File: src/design/sps_pkg.sv
// Shared widths, codes and control structs for the step period to pulse symbol block.
package sps_pkg;

    localparam int OP_W     = 2;
    localparam int PERIOD_W = 21;
    localparam int FRAC_W   = 16;
    localparam int PW_W     = 12;
    localparam int DUR_W    = 15;
    localparam int ADDR_W   = 3;
    localparam int DATA_W   = 32;
    localparam int REG_IDX_W = ADDR_W - 2;

    localparam int MAX_DURATION_DEF = 32767;
    localparam int PERIOD_BITS_DEF  = 21;

    localparam logic [PW_W-1:0] PW_RESET = 12'd10;

    localparam logic [REG_IDX_W-1:0] REG_PULSE_WIDTH = 1'b0;

    localparam logic [OP_W-1:0] OP_STEP = 2'd0;
    localparam logic [OP_W-1:0] OP_LAST = 2'd1;
    localparam logic [OP_W-1:0] OP_END  = 2'd2;
    localparam logic [OP_W-1:0] OP_NONE = 2'd3;

    typedef struct packed {
        logic load;
        logic clamp;
        logic sub;
        logic cap;
        logic emit_first;
        logic emit_fill;
        logic emit_term;
        logic last;
    } sps_cmd_t;

    typedef struct packed {
        logic out_free;
        logic first_ends;
        logic fill_ends;
    } sps_status_t;

endpackage

File: src/design/sps_ctrl.sv
// Controller: sequences load, clamp and symbol emission for each step request.
module sps_ctrl
    import sps_pkg::*;
(
    input  logic            clk,
    input  logic            rst_n,
    input  logic            in_valid,
    input  logic [OP_W-1:0] opcode,
    output logic            in_ready,
    input  sps_status_t     status,
    output sps_cmd_t        cmd
);

    typedef enum logic [6:0] {
        S_IDLE  = 7'b0000001,
        S_CLAMP = 7'b0000010,
        S_SUB   = 7'b0000100,
        S_CAP   = 7'b0001000,
        S_FIRST = 7'b0010000,
        S_FILL  = 7'b0100000,
        S_TERM  = 7'b1000000
    } sps_state_t;

    sps_state_t state_reg, state_next;
    logic       last_op_reg, last_op_next;
    logic       accept;

    assign in_ready = (state_reg == S_IDLE);
    assign accept   = in_ready && in_valid;

    always_comb
    begin
        state_next   = state_reg;
        last_op_next = last_op_reg;
        cmd          = '0;

        case (state_reg)
            S_IDLE:
            begin
                if (accept)
                begin
                    case (opcode)
                        OP_STEP, OP_LAST:
                        begin
                            cmd.load     = 1'b1;
                            last_op_next = (opcode == OP_LAST);
                            state_next   = S_CLAMP;
                        end
                        OP_END:
                        begin
                            state_next = S_TERM;
                        end
                        default:
                        begin
                            state_next = S_IDLE;
                        end
                    endcase
                end
            end
            S_CLAMP:
            begin
                cmd.clamp  = 1'b1;
                state_next = S_SUB;
            end
            S_SUB:
            begin
                cmd.sub    = 1'b1;
                state_next = S_CAP;
            end
            S_CAP:
            begin
                cmd.cap    = 1'b1;
                state_next = S_FIRST;
            end
            S_FIRST:
            begin
                if (status.out_free)
                begin
                    cmd.emit_first = 1'b1;
                    cmd.last       = status.first_ends && !last_op_reg;
                    if (status.first_ends)
                    begin
                        state_next = last_op_reg ? S_TERM : S_IDLE;
                    end
                    else
                    begin
                        state_next = S_FILL;
                    end
                end
            end
            S_FILL:
            begin
                if (status.out_free)
                begin
                    cmd.emit_fill = 1'b1;
                    cmd.last      = status.fill_ends && !last_op_reg;
                    if (status.fill_ends)
                    begin
                        state_next = last_op_reg ? S_TERM : S_IDLE;
                    end
                end
            end
            S_TERM:
            begin
                if (status.out_free)
                begin
                    cmd.emit_term = 1'b1;
                    state_next    = S_IDLE;
                end
            end
            default:
            begin
                state_next = S_IDLE;
            end
        endcase
    end

    always_ff @(posedge clk or negedge rst_n)
    begin
        if (!rst_n)
        begin
            state_reg   <= S_IDLE;
            last_op_reg <= 1'b0;
        end
        else
        begin
            state_reg   <= state_next;
            last_op_reg <= last_op_next;
        end
    end

`ifndef ASSERT_OFF
    a_one_emit: assert property (@(posedge clk) disable iff (!rst_n)
        $onehot0({cmd.emit_first, cmd.emit_fill, cmd.emit_term}))
        else $error("more than one symbol emitted in a cycle");

    a_emit_needs_slot: assert property (@(posedge clk) disable iff (!rst_n)
        (cmd.emit_first || cmd.emit_fill || cmd.emit_term) |-> status.out_free)
        else $error("symbol emitted into an occupied output register");

    a_end_goes_term: assert property (@(posedge clk) disable iff (!rst_n)
        (accept && (opcode == OP_END)) |=> (state_reg == S_TERM))
        else $error("end of move did not lead to a terminator");

    a_none_ignored: assert property (@(posedge clk) disable iff (!rst_n)
        (accept && (opcode == OP_NONE)) |=> (state_reg == S_IDLE))
        else $error("unused opcode started work");
`endif

endmodule

File: config.mk
export PLATFORM = sky130hd
export DESIGN_NAME = sps_ctrl
export DESIGN_NICKNAME = d
export VERILOG_FILES = /design/src/design/sps_pkg.sv /design/src/design/sps_ctrl.sv
export SDC_FILE = /design/constraint.sdc
export NUM_CORES = 1
export LEC_CHECK = 0
export ABC_CLOCK_PERIOD_IN_PS = 1750
export BUFFER_PORTS_ARGS = -buffer_cell sky130_fd_sc_hd__buf_4
export CAP_MARGIN = 20
export CORE_UTILIZATION = 45
export CTS_BUF_LIST = sky130_fd_sc_hd__clkbuf_8
export DETAILED_ROUTE_END_ITERATION = 6
export PLACE_DENSITY = 0.75
export REMOVE_ABC_BUFFERS = 1
export SETUP_SLACK_MARGIN = 0.15
export SYNTH_ARGS = -nofsm -noshare
export SYNTH_HDL_FRONTEND = slang
export SYNTH_SLANG_ARGS = --single-unit
File: constraint.sdc
create_clock -name clk -period 1.75 [get_ports clk]
set_input_delay 0.2625 -clock clk [delete_from_list [all_inputs] [get_ports clk]]
set_output_delay 0.2625 -clock clk [all_outputs]
set_load 0.02 [all_outputs]
# After elaboration in Yosys (flattened, before gate mapping)
# Cells that the tools add are included.
totals:
  regBits: 8
  latch_bits: 0
  mem_bits_rw: 0
  mem_bits_ro: 0
  memories: 0
op_classes:
  add_sub_neg: 0
  mul: 0
  n_div: 0
  n_lt_le_gt_ge: 0
  n_eq_ne: 14
  shifts: 0
  mux: 22
  bitwise_logic: 0
  reduce_logical: 8
op_table:
  columns: ["operator", "n"]
  rows:
  - ["$mux 7", 7]
  - ["$pmux 7 s7", 1]
  - ["$pmux 7 s2", 1]
  - ["$mux 1", 12]
  - ["$ne 2x2->1 const B", 4]
  - ["$eq 7x1->1 const B", 1]
  - ["$eq 7x2->1 const B", 1]
  - ["$eq 7x3->1 const B", 1]
  - ["$eq 7x4->1 const B", 1]
  - ["$eq 7x5->1 const B", 1]
  - ["$eq 7x6->1 const B", 1]
  - ["$eq 7x7->1 const B", 1]
  - ["$reduce_and 5->1", 1]
  - ["$logic_and 1x1->1", 3]
  - ["$reduce_and 3->1", 1]
  - ["$eq 2x1->1 const B", 1]
  - ["$eq 2x2->1 const B", 1]
  - ["$logic_not 2->1", 1]
  - ["$ne 2x1->1 const B", 1]
  - ["$pmux 1 s2", 1]
  - ["$reduce_or 2->1", 1]
  - ["$logic_not 1->1", 1]

# Logic depth before layout (Yosys ltp)
logic_depth:
  ltp_word: 5
  depth_mapped: 5

# Least setup slack after synthesis
# No wires, ideal clock.
synth_path:
  kind: "reg-to-output"
  from: "reg state_reg[5]"
  to: "out cmd[5] in the netlist's numbering"
  arrival_time_ns: 1.858
  t_required_ns: 1.487
  slack_ns: -0.371
  path_stages_with_launch: 4
  path_buffers: 1
  path_cell_list: "dfrtp_1 clkbuf_1 or4_4 nor4b_1"
synth_lines:
  columns: ["item", "line_no", "source"]
  rows:
  - ["start: declaration", "sps_ctrl.sv:24", "sps_state_t state_reg, state_next;"]
  - ["start signal: assignment", "sps_ctrl.sv:127", "state_reg <= state_next;"]
  - ["end: declaration", "sps_ctrl.sv:11", "output sps_cmd_t cmd"]

==> results.md <==
* Failing checks: negative setup slack
* Critical Path Fanout Max at 2
* CP Capture Type: output port
* Final min period at 1.994 ns
* DRT Wirelength at 2.167 mm
* 1st-iter DRT viols at 24
* Vias in the first global route at 608
* Final core occ at 84.23%
* Antenna diodes at 0
* GRT overflow at 0
* VDD IR-drop max at 1035 uV
* CTS tree: yes
* Leading post-synthesis cells by cell area: dfrtp_1, dfstp_2, nor4b_1
* Post-route setup slack at -0.2441 ns
* Synth area leader: dfrtp_1
* # DRC at 0
* Inst Count DP at 103
* Distinct cells, synth at 41
* CTS buffer count at 3
* Vias per cell at 6.154
* Kind of critical path: register to output port
* Die Wd at 39.51 um
* Filler cells at 67
* Number of port buffers at 16
* Met2 usage at 47.54%
* Worst slew pin tran at 0.3342 ns
* Worst path required time at 1.49 ns
* GR Util All Layers at 29.13%
* Seq cells post-synth at 8
* Clk slew on worst S/H paths at 0.05 ns
* WP data arrival at 1.73 ns
* Final worst path period share at 113.9%
* Worst slew margin relative to its limit at 77.68%
* Final Max Slew Viols at 0
* Max-cap violations at 0
* Highest clock rate at 501.5 MHz
* Synth Warn # at 0
* Lkg Pwr at 0.4977 nW
* Final Instance Area at 1096 um^2
* First-pass GRT wire length at 2.849 mm
* HPWL Detailed at 1.226 mm
* Clock latency on the worst-skew pair at 0.23 ns
* H-tree depth at 1
* Largest net degree at the start of global routing at 11
* Post-route ant nets at 0
* Post-synth top area share at 27.67%
* Num ports at 17
* Via count at 720
* Tot Pwr at 1.374 mW
* Commonest non-fill, non-tap cell in the layout: buf_4
* Die height at 39.51 um
* Clock sinks at 8
* Final-report hold violation count at 0
* CP delay by family, top: simple AND/OR/NAND/NOR gates
* Predominant post-synthesis flop cell: dfrtp_1
* Most frequent cells in the layout: buf_4, buf_6, dfrtp_1
* Slowest CP cell: or4_4
* Busiest grt layer: met2
* Die area at 1561 um^2
* Clock root buffer master: clkbuf_8
* GRT met1 Usage at 33.68%
* Startpoint types: register
* Outcome: complete, but fails checks
* GPL Wtd Cong at 0.8320
* Number of flops mapped to enable cells by yosys at 0
* Wire per inst at 18.52 um
* Seq/Total Area, Yosys at 31.82%
* Grt met3 use at 10.23%
* Initial Utilization at 48.65%
* Worst path buffer plus inverter count at 2
* Core Region at 1301 um^2
* Synth Instances at 66
* Number of cell rows at 13
* Crit path top cell by count: buf_6
* RSZ-0062 raised after global routing: true
* Mapped Avg Cell Area at 9.593 um^2
* Async SR Flop Fraction at 100.0%
* Critical Path, Cell by Cell: or4_4 -> buf_6 -> nor2_8 -> and3_4 -> buf_6
* Syn-to-layout area delta at 73.12%
* Layout Cells excl Fill at 117
* Final Setup Violations at 11
* Antenna violations before repair at 0
* Placed Instance Area at 825.8 um^2
* Fraction of layout cells with a size suffix above 1 at 61.76%
* Synthesized area at 633.1 um^2
* 1st-pass router iterations at 4
* Layout Nets at 111
* Crit-path max cell delay at 0.58 ns
* P per Cell Area at 1254 nW/um^2
* Clock tree buffer depth at 2
* Skew final at 0.003918 ns
* Worst min path class: input port to register
* Max FFs per register at 7
metrics by stage:
step / setup WS, ns / setup TNS (ns) / hold slack, ns
3_5_place_dp: -0.02867 / -0.04681 / 0.08164
4_1_cts: -0.2080 / -1.273 / 0.2844
5_1_grt: -0.2751 / -2.202 / 0.2856
3_3_place_gp: -0.00006584 / -0.00006584 / 0.08082
2_1_floorplan: -0.3689 / -1.124 / -0.03309
6_report: -0.2441 / -1.662 / 0.2863
per-layer routing:
metal | wire length [um] | part of all wire [%]
met1 | 886 | 41
met2 | 1186 | 55
met3 | 80 | 3.7
met4 | 13 | 0.60
met5 | 0 | 0
final cells by class:
class / count / area, um^2 / share of cell area [%]
Sequential cell: 8 / 201.4 / 18.38
Multi-Input combinational cell: 51 / 498.0 / 45.43
Clock buffer: 3 / 41.29 / 3.767
Inverter: 2 / 7.507 / 0.6849
Timing Repair Buffer: 37 / 325.3 / 29.68
Tap cell: 15 / 18.77 / 1.712
Clock inverter: 1 / 3.754 / 0.3425
power by group:
group	total, mW	leakage (nW)	switching (mW)	internal (mW)
combinational	0.857	0.366	0.405	0.453
sequential	0.284	0.105	0.0501	0.234
clock	0.233	0.0269	0.0806	0.153
cells in the mapped netlist (2+ instances only):
master	instances
a211oi_1	2
a21oi_1	2
and3_1	2
and4b_1	2
buf_2	2
clkbuf_1	2
dfrtp_1	7
inv_1	2
nand2_1	3
nand2b_1	2
nor2_1	4
nor2b_1	2
nor3_1	2
nor4b_1	3
o21ai_0	3
cells by family after synthesis:
logic type | count (synthesis) | share of synthesized area (%)
mux | 1 | 2.371
flops | 8 | 31.82
buf+inv | 7 | 5.732
simple gates | 32 | 38.34
compound gates | 18 | 21.74
worst register-to-register path, stage by stage (launching register included):
cell	delay [ns]
dfrtp_1	0.38
or4_4	0.58
buf_6	0.16
buf_4	0.13
buf_6	0.11
a211oi_4	0.17
nand2b_1	0.11
a31oi_2	0.19
path summary, 6_finish.rpt:
check / start / end / slack [ns] / cells after the start
worst min register to register: last_op_reg$_DFFE_PN0P_ / last_op_reg$_DFFE_PN0P_ / 0.62 / 1
max in group asynchronous: rst_n / state_reg[0]$_DFFE_PN1P_ / 1.15 / 2
worst min-delay path: opcode[0] / last_op_reg$_DFFE_PN0P_ / 0.29 / 2
min in group asynchronous: rst_n / last_op_reg$_DFFE_PN0P_ / 0.39 / 2
worst max register to register: state_reg[6]$_DFFE_PN0P_ / state_reg[0]$_DFFE_PN1P_ / -0.15 / 7
worst max-delay path: state_reg[6]$_DFFE_PN0P_ / cmd[7] / -0.24 / 5
repair_timing:
action                                  4_1_cts  5_1_grt
pin swaps                                     9        7
gates resized for setup                      21       11
buffers inserted                              6        3
hold buffers                                  1        0
hold endpoints to repair                      7        0
endpoints found under the setup margin       13       13
No activity file was read; power rests on OpenSTA's default activity.
